**src/ivalloc_pkg.sv**
```systemverilog
// ----------------------------------------------------------------------------
// ivalloc_pkg
// Shared types, constants and helpers for the interrupt vector allocator.
// ----------------------------------------------------------------------------
package ivalloc_pkg;

   localparam int VECTOR_COUNT_DEF = 256;
   localparam int PIC_BASE_DEF     = 32;
   localparam int APIC_BASE_DEF    = 48;

   // owner entry: bit 9 used, bit 8 msi mark, bits 7..0 pin
   localparam int OWNER_W        = 10;
   localparam int OWNER_USED_BIT = 9;

   localparam int PRIO_TOP  = 'h7F;
   localparam int PRIO_STEP = 'h10;
   localparam int PRIO_MIN  = 1;
   localparam int PRIO_MAX  = 5;

   typedef enum logic {
      OP_ASSIGN  = 1'b0,
      OP_RELEASE = 1'b1
   } op_type;

   typedef struct packed {
      logic [7:0] vector;
      logic       is_new;
      logic       failed;
   } res_type;

   // top of the downward allocation scan for a requested priority
   function automatic logic [6:0] prio_top(input logic [2:0] prio);
      logic [2:0] p;
      p = prio;
      if (p < 3'(PRIO_MIN)) p = 3'(PRIO_MIN);
      if (p > 3'(PRIO_MAX)) p = 3'(PRIO_MAX);
      return 7'(PRIO_TOP - PRIO_STEP * (int'(p) - 1));
   endfunction

endpackage

```
**src/ivalloc_ram.sv**
```systemverilog
// ----------------------------------------------------------------------------
// ivalloc_ram
// Generic simple dual-port RAM, one write and one registered read port.
// ----------------------------------------------------------------------------
module ivalloc_ram #(
   parameter int WIDTH = 8,
   parameter int DEPTH = 256
) (
   input  logic                     clock,
   input  logic                     wr_en,
   input  logic [$clog2(DEPTH)-1:0] wr_addr,
   input  logic [WIDTH-1:0]         wr_data,
   input  logic [$clog2(DEPTH)-1:0] rd_addr,
   output logic [WIDTH-1:0]         rd_data
);

   logic [WIDTH-1:0] mem [DEPTH];
   logic [WIDTH-1:0] rd_data_ff;

   always_ff @(posedge clock) begin
      if (wr_en) begin
         mem[wr_addr] <= wr_data;
      end
      rd_data_ff <= mem[rd_addr];
   end

   assign rd_data = rd_data_ff;

endmodule

```
**src/interrupt_vector_allocator.sv**
```systemverilog
// ----------------------------------------------------------------------------
// interrupt_vector_allocator
// Hands out interrupt vectors from an owner table kept in block RAM.
// ----------------------------------------------------------------------------
// After reset the owner table is cleared one entry a cycle, while
// req_tready stays low. A release, or any assignment in PIC mode, goes
// from ST_IDLE straight to ST_RESP, which loads the output register once it
// is free. In APIC mode a non-MSI assignment first walks the whole table
// upward looking for a vector the pin already owns, then, like an MSI
// assignment, walks downward from the priority top to APIC_BASE for a free
// entry. Both walks are set by the single table read port: one entry per
// cycle. A finished result sits in the output register, so the next request
// is taken while it waits.
module interrupt_vector_allocator #(
   parameter int VECTOR_COUNT = ivalloc_pkg::VECTOR_COUNT_DEF,
   parameter int PIC_BASE     = ivalloc_pkg::PIC_BASE_DEF,
   parameter int APIC_BASE    = ivalloc_pkg::APIC_BASE_DEF
) (
   input  logic        clock,
   input  logic        reset,
   // configuration
   input  logic        csr_wr_en,
   input  logic        csr_wr_data,   // pic_mode
   // request channel
   input  logic        req_tvalid,
   output logic        req_tready,
   input  logic [23:0] req_tdata,     // irq_pin[7:0], is_msi[8], priority_req[11:9],
                                      // release_vector[19:12], zero[23:20]
   input  logic        req_tuser,     // opcode
   // response channel
   output logic        rsp_tvalid,
   input  logic        rsp_tready,
   output logic [15:0] rsp_tdata      // vector[7:0], is_new[8], failed[9], zero[15:10]
);
   import ivalloc_pkg::*;

   localparam int AW = $clog2(VECTOR_COUNT);

   typedef enum logic [4:0] {
      ST_CLEAR = 5'b00001,
      ST_IDLE  = 5'b00010,
      ST_REUSE = 5'b00100,
      ST_ALLOC = 5'b01000,
      ST_RESP  = 5'b10000
   } state_type;

   state_type           state_ff, state_in;
   logic [AW-1:0]       scan_ff, scan_in;
   logic                issue_on_ff, issue_on_in;
   logic [AW-1:0]       cand_ff, cand_in;
   logic                cand_vld_ff, cand_vld_in;
   logic [OWNER_W-1:0]  tag_ff, tag_in;
   logic [AW-1:0]       top_ff, top_in;
   logic                top_ok_ff, top_ok_in;
   res_type             res_ff, res_in;
   logic                rsp_valid_ff, rsp_valid_in;
   logic [15:0]         rsp_data_ff, rsp_data_in;
   logic                pic_mode_ff;

   logic                ram_we;
   logic [AW-1:0]       ram_waddr;
   logic [OWNER_W-1:0]  ram_wdata;
   logic [AW-1:0]       ram_raddr;
   logic [OWNER_W-1:0]  ram_rdata;

   logic [7:0]          req_pin;
   logic                req_msi;
   logic [2:0]          req_prio;
   logic [7:0]          req_rel;
   logic [8:0]          pic_vec;
   logic [6:0]          raw_top;
   logic [8:0]          top_clamped;

   assign req_pin  = req_tdata[7:0];
   assign req_msi  = req_tdata[8];
   assign req_prio = req_tdata[11:9];
   assign req_rel  = req_tdata[19:12];

   assign pic_vec = {1'b0, req_pin} + 9'(PIC_BASE);
   assign raw_top = prio_top(req_prio);

   always_comb begin
      if ({2'b00, raw_top} > 9'(VECTOR_COUNT - 1)) begin
         top_clamped = 9'(VECTOR_COUNT - 1);
      end else begin
         top_clamped = {2'b00, raw_top};
      end
   end

   assign req_tready = (state_ff == ST_IDLE);
   assign rsp_tvalid = rsp_valid_ff;
   assign rsp_tdata  = rsp_data_ff;

   ivalloc_ram #(
      .WIDTH(OWNER_W),
      .DEPTH(VECTOR_COUNT)
   ) u_owner_ram (
      .clock  (clock),
      .wr_en  (ram_we),
      .wr_addr(ram_waddr),
      .wr_data(ram_wdata),
      .rd_addr(ram_raddr),
      .rd_data(ram_rdata)
   );

   always_comb begin
      state_in     = state_ff;
      scan_in      = scan_ff;
      issue_on_in  = issue_on_ff;
      cand_in      = cand_ff;
      cand_vld_in  = cand_vld_ff;
      tag_in       = tag_ff;
      top_in       = top_ff;
      top_ok_in    = top_ok_ff;
      res_in       = res_ff;
      rsp_valid_in = rsp_valid_ff && !rsp_tready;
      rsp_data_in  = rsp_data_ff;
      ram_we       = 1'b0;
      ram_waddr    = scan_ff;
      ram_wdata    = '0;
      ram_raddr    = scan_ff;

      unique case (state_ff)
         ST_CLEAR: begin
            ram_we = 1'b1;
            if (scan_ff == AW'(VECTOR_COUNT - 1)) begin
               scan_in  = '0;
               state_in = ST_IDLE;
            end else begin
               scan_in = scan_ff + 1'b1;
            end
         end

         ST_IDLE: begin
            if (req_tvalid) begin
               tag_in      = {1'b1, req_msi, req_pin};
               top_in      = AW'(top_clamped);
               top_ok_in   = (top_clamped >= 9'(APIC_BASE));
               cand_vld_in = 1'b0;
               issue_on_in = 1'b0;
               res_in      = '{vector: 8'h00, is_new: 1'b0, failed: 1'b0};
               if (req_tuser == OP_RELEASE) begin
                  if ({1'b0, req_rel} < 9'(VECTOR_COUNT)) begin
                     ram_we    = 1'b1;
                     ram_waddr = AW'(req_rel);
                  end
                  state_in = ST_RESP;
               end else if (pic_mode_ff) begin
                  if (pic_vec > 9'(VECTOR_COUNT - 1)) begin
                     res_in.failed = 1'b1;
                  end else begin
                     res_in.vector = pic_vec[7:0];
                  end
                  state_in = ST_RESP;
               end else if (!req_msi) begin
                  scan_in     = '0;
                  issue_on_in = 1'b1;
                  state_in    = ST_REUSE;
               end else if (top_clamped >= 9'(APIC_BASE)) begin
                  scan_in     = AW'(top_clamped);
                  issue_on_in = 1'b1;
                  state_in    = ST_ALLOC;
               end else begin
                  res_in.failed = 1'b1;
                  state_in      = ST_RESP;
               end
            end
         end

         ST_REUSE: begin
            // one read issued per cycle, its data checked in the cycle after
            cand_vld_in = issue_on_ff;
            cand_in     = scan_ff;
            if (issue_on_ff) begin
               if (scan_ff == AW'(VECTOR_COUNT - 1)) begin
                  issue_on_in = 1'b0;
               end else begin
                  scan_in = scan_ff + 1'b1;
               end
            end
            if (cand_vld_ff) begin
               if (ram_rdata == tag_ff) begin
                  res_in      = '{vector: 8'(cand_ff), is_new: 1'b0, failed: 1'b0};
                  issue_on_in = 1'b0;
                  cand_vld_in = 1'b0;
                  state_in    = ST_RESP;
               end else if (cand_ff == AW'(VECTOR_COUNT - 1)) begin
                  cand_vld_in = 1'b0;
                  if (top_ok_ff) begin
                     scan_in     = top_ff;
                     issue_on_in = 1'b1;
                     state_in    = ST_ALLOC;
                  end else begin
                     res_in      = '{vector: 8'h00, is_new: 1'b0, failed: 1'b1};
                     issue_on_in = 1'b0;
                     state_in    = ST_RESP;
                  end
               end
            end
         end

         ST_ALLOC: begin
            cand_vld_in = issue_on_ff;
            cand_in     = scan_ff;
            if (issue_on_ff) begin
               if (scan_ff == AW'(APIC_BASE)) begin
                  issue_on_in = 1'b0;
               end else begin
                  scan_in = scan_ff - 1'b1;
               end
            end
            if (cand_vld_ff) begin
               if (!ram_rdata[OWNER_USED_BIT]) begin
                  ram_we      = 1'b1;
                  ram_waddr   = cand_ff;
                  ram_wdata   = tag_ff;
                  res_in      = '{vector: 8'(cand_ff), is_new: 1'b1, failed: 1'b0};
                  issue_on_in = 1'b0;
                  cand_vld_in = 1'b0;
                  state_in    = ST_RESP;
               end else if (cand_ff == AW'(APIC_BASE)) begin
                  res_in      = '{vector: 8'h00, is_new: 1'b0, failed: 1'b1};
                  issue_on_in = 1'b0;
                  cand_vld_in = 1'b0;
                  state_in    = ST_RESP;
               end
            end
         end

         ST_RESP: begin
            if (!rsp_valid_ff || rsp_tready) begin
               rsp_valid_in = 1'b1;
               rsp_data_in  = {6'b000000, res_ff.failed, res_ff.is_new, res_ff.vector};
               state_in     = ST_IDLE;
            end
         end

         default: begin
            state_in = ST_CLEAR;
            scan_in  = '0;
         end
      endcase
   end

   always_ff @(posedge clock) begin
      if (reset) begin
         state_ff     <= ST_CLEAR;
         scan_ff      <= '0;
         issue_on_ff  <= 1'b0;
         cand_vld_ff  <= 1'b0;
         rsp_valid_ff <= 1'b0;
         pic_mode_ff  <= 1'b0;
      end else begin
         state_ff     <= state_in;
         scan_ff      <= scan_in;
         issue_on_ff  <= issue_on_in;
         cand_vld_ff  <= cand_vld_in;
         rsp_valid_ff <= rsp_valid_in;
         if (csr_wr_en) begin
            pic_mode_ff <= csr_wr_data;
         end
      end
   end

   always_ff @(posedge clock) begin
      cand_ff     <= cand_in;
      tag_ff      <= tag_in;
      top_ff      <= top_in;
      top_ok_ff   <= top_ok_in;
      res_ff      <= res_in;
      rsp_data_ff <= rsp_data_in;
   end

endmodule

```
**config.mk**
```make
export PLATFORM = sky130hd
export DESIGN_NAME = interrupt_vector_allocator
export DESIGN_NICKNAME = d
export VERILOG_FILES = /design/src/ivalloc_pkg.sv /design/src/ivalloc_ram.sv /design/src/interrupt_vector_allocator.sv
export SDC_FILE = /design/constraint.sdc
export NUM_CORES = 2
export LEC_CHECK = 0
export BUFFER_PORTS_ARGS = -buffer_cell sky130_fd_sc_hd__buf_2
export CORE_MARGIN = 3
export CORE_UTILIZATION = 65
export DETAILED_ROUTE_END_ITERATION = 10
export PLACE_DENSITY = 0.77
export SYNTH_ARGS = -nofsm -noshare
export SYNTH_HDL_FRONTEND = slang
export SYNTH_SLANG_ARGS = --single-unit
```
**constraint.sdc**
```tcl
create_clock -name clock -period 22.4 [get_ports clock]
set_clock_uncertainty 0.1 [all_clocks]
set_input_delay 2.24 -clock clock [delete_from_list [all_inputs] [get_ports clock]]
set_output_delay 2.24 -clock clock [all_outputs]
set_load 0.01 [all_outputs]
```
==> impl_metrics.toml <==
[logic_synthesis]
synth-compound-area-share_pct = 3.85
synthesis.area_um2 = 101000
synth.yosys.seq_area_share_pct = 77.5
post_synth_fa_ha_maj_area_fraction_pct = 0.0863
netlist-cell-type-count = 77
synth.area.top_cells = "sky130_fd_sc_hd__edfxtp_1 (77%), sky130_fd_sc_hd__mux4_2 (14%), sky130_fd_sc_hd__a22oi_1 (2.1%), sky130_fd_sc_hd__nor2_1 (1.1%), sky130_fd_sc_hd__a21oi_1 (0.83%)"
synth_area_per_cell_um2 = 21.3
synthFlopType = "sky130_fd_sc_hd__edfxtp_1"
synth-async-reset-ratio_pct = 0
synthDominantCellAreaShare_pct = 77.0
synth_edf_count = 2601
xor_and_xnor_area_share_after_synthesis_pct = 0.164
synth.yosys.warnings = 0
synth_simple_gate_area_share_pct = 2.59
yosys-mux-area-fraction_pct = 14.4
synth.ff_latch_count = 2628
synth_largest_area_cell = "sky130_fd_sc_hd__edfxtp_1"
main_combinational_cell_family_by_area_after_synthesis = "multiplexers"
syn-instance-count = 4760

[global_routing]
globalRouteTotalUtil_pct = 30.9
first_global_vias = 50600
antenna_found_initial = 7
grt.overflow.total = 0
grt_max_degree = 220
grt_pass1_wl_um = 357000

[die]
die_height_um = 401
placement_rows = 144
die_area_um2 = 161000
chipWidth_um = 401
initial_utilization_pct = 65.6
num_io_pins = 49
core_area_um2 = 155000

[place]
dpl.cell_count = 6625
dp.final_hpwl_um = 135000
place_worst_setup_slack_ns = 15.66
gp_routability_congestion = 0.893
buffer_ports.inserted = 38

[detailed_routing]
detail_route.wl_per_cell_um = 34.8
routed_wl_um = 246000
firstDrtPassIters = 8
drt-vias-per-instance = 7.24
initialDrtViolationCount = 7815
drt.antenna.violating_nets = 0
vias = 51300
drc_errors = 0

[clock_tree]
cts.repair_timing.setup_buffer_count = 0
cts.clk_slew.worst_paths_ns = 0.07
clkSinkCount = 2628
clock_path_buffers = 3
cts-buffers-inserted = 239
tritoncts = "done"
postCtsResizedCells = 0
cts_hold_buf = 0
clock_h_tree_levels = 4
clock_latency_ns = 0.87
cts-root-buf = "sky130_fd_sc_hd__clkbuf_16"

[worst_setup_path]
category_of_the_worst_setup_path_launch_point = "flip-flop"
maximum_net_fanout_on_the_critical_path = 60
path_cells = "buf_4 -> buf_4 -> buf_4 -> buf_4 -> mux4_2 -> a22oi_1 -> a21oi_1 -> nor4_1 -> o22ai_1 -> or2_2"
setup.worst_path.start = "ram_raddr[1]"
crit_path_top_delay_cell = "sky130_fd_sc_hd__dfxtp_4"
timing.setup.critical_path_class = "flip-flop to flip-flop"
cpPeakStageDelay_ns = 0.89
number_of_cell_instances_on_the_worst_register_to_register_path = 10
dominant_cell_type_by_count_on_the_critical_path = "sky130_fd_sc_hd__buf_4"
critical_path_arrival_ns = 7.61
setup.worst_path.end_class = "flip-flop"
reg2reg_from = "ram_raddr[1]"
critPathRequiredTime_ns = 23.05

[power_and_ir_drop]
peakVddDrop_mv = 0.0868
power.density_nw_per_um2 = 99.3
totalPowerFinal_uw = 11000
total_leakage_power_uw = 0.0395

[sta]
max_clock_freq_ghz = 0.144
timing_max_transition_violations_final = 0
fin_crit_ns = 6.95
maxSlewHeadroom_pct = 5.11
pnr_worst_setup_slack_ns = 15.45
slew_at_the_pin_with_the_worst_max_slew_slack_ns = 1.40
timing_hold_violations_final = 0
rsz0062_at_grt = "no"
tns_ns = 0
share_of_the_clock_period_used_by_the_worst_path_after_layout_pct = 31.0
setup_viol_count_final = 0

[hold_path]
worst_min_path_class = "flip-flop to flip-flop"
hold-path-cell-count = 0
hp-start = "res_ff[0]"

[cells_and_area]
final_nets = 4860
drive_gt1_share_pct = 22.6
most-common-layout-cells = "sky130_fd_sc_hd__edfxtp_1 (2601), sky130_fd_sc_hd__mux4_2 (638), sky130_fd_sc_hd__nor2_1 (297), sky130_fd_sc_hd__a22oi_1 (288), sky130_fd_sc_hd__clkbuf_16 (242)"
count_of_placed_standard_cells_in_the_final_layout_fillers_left_out = 7079
area_growth_pct = 9.64
most_frequent_standard_cell_in_the_layout_excluding_fill_and_tap_cells = "sky130_fd_sc_hd__edfxtp_1"

[outcome]
run_status = "complete, no violations"

[job]
drv_cap = 0
registers in the layout (all words and copies together), names as in the netlist, 3 cells and up:
name	count
top_ff	3
res_ff	10
rsp_tdata	10
ram_raddr	8
tag_ff	9
u_owner_ram.rd_data	10
u_owner_ram.mem	2560
state_ff	5
cand_ff	8
where the power goes:
group,internal (µW),switching (µW)
Clock,2220,1760
Combinational,560,1040
Sequential,5380,81.6
cells in the mapped netlist (12+ instances only):
cell	instances
sky130_fd_sc_hd__o21ai_0	21
sky130_fd_sc_hd__mux2i_1	24
sky130_fd_sc_hd__a22o_1	14
sky130_fd_sc_hd__nand2b_1	12
sky130_fd_sc_hd__nor2b_1	12
sky130_fd_sc_hd__edfxtp_1	2601
sky130_fd_sc_hd__buf_4	12
sky130_fd_sc_hd__a21oi_1	168
sky130_fd_sc_hd__nor2_1	298
sky130_fd_sc_hd__mux4_2	638
sky130_fd_sc_hd__nor3_1	16
sky130_fd_sc_hd__nand2_1	64
sky130_fd_sc_hd__a22oi_1	288
sky130_fd_sc_hd__or2_2	13
sky130_fd_sc_hd__buf_2	95
sky130_fd_sc_hd__nand3_1	15
sky130_fd_sc_hd__buf_1	65
sky130_fd_sc_hd__and2_1	19
sky130_fd_sc_hd__clkbuf_1	117
sky130_fd_sc_hd__o22ai_1	27
sky130_fd_sc_hd__nand4_1	13
sky130_fd_sc_hd__inv_1	18
sky130_fd_sc_hd__nor4_1	39
sky130_fd_sc_hd__xnor2_1	17
sky130_fd_sc_hd__dfxtp_1	27
per-stage QoR:
| step | area [µm²] | hold WS, ns | util, % |
|---|---|---|---|
| final | 111000 | 0.320 | 72.0 |
| after floorplan | 101000 | 0.300 | - |
| after global placement | 104000 | 0.303 | 67.0 |
| after global routing | 111000 | 0.341 | 71.9 |
| after detailed placement | 104000 | 0.305 | 67.0 |
| after CTS | 111000 | 0.321 | 71.9 |
per-layer routing:
metal  global-route usage, %  share of wire [%]  wire [µm]
met1                    44.0                 36      88400
met2                    48.0                 48     119000
met3                    6.87                 11      28200
met4                    12.1                4.4      10700
met5                       0                  0          0
area by class of cell:
cell class	count	area (µm²)
Timing Repair Buffer	109	798
Antenna cell	9	22.5
Sequential cell	2628	78700
Clock inverter	163	1390
Clock buffer	282	6210
Multi-Input combinational cell	1825	21500
Tap cell	2044	2560
Fill cell	8437	43400
Inverter	19	71.3
logic make-up after synthesis:
group / after synthesis
AOI/OAI and AO/OA: 578
xor gates and xnor gates: 19
adders and majority gates: 7
buffers and inverters: 312
DFF: 2628
muxes: 666
other: 1
and+or+nand+nor: 549
critical path, delay by kind of cell, from the launching register on:
| family | cells | cell delay, ns |
|---|---|---|
| flip-flops | 1 | 0.89 |
| AND/OR/NAND/NOR | 2 | 1.19 |
| AO/OA/AOI/OAI | 3 | 1.02 |
| multiplexers | 1 | 0.41 |
| buffers and inverters | 4 | 3.05 |
worst paths after layout:
path              slack [ns]                     end
setup / recovery       15.45  u_owner_ram.rd_data[4]
hold / removal          0.32            rsp_tdata[9]
setup reg to reg       15.45  u_owner_ram.rd_data[4]
hold reg to reg         0.32            rsp_tdata[9]
Note: power is estimated with default switching activity, not from simulation.
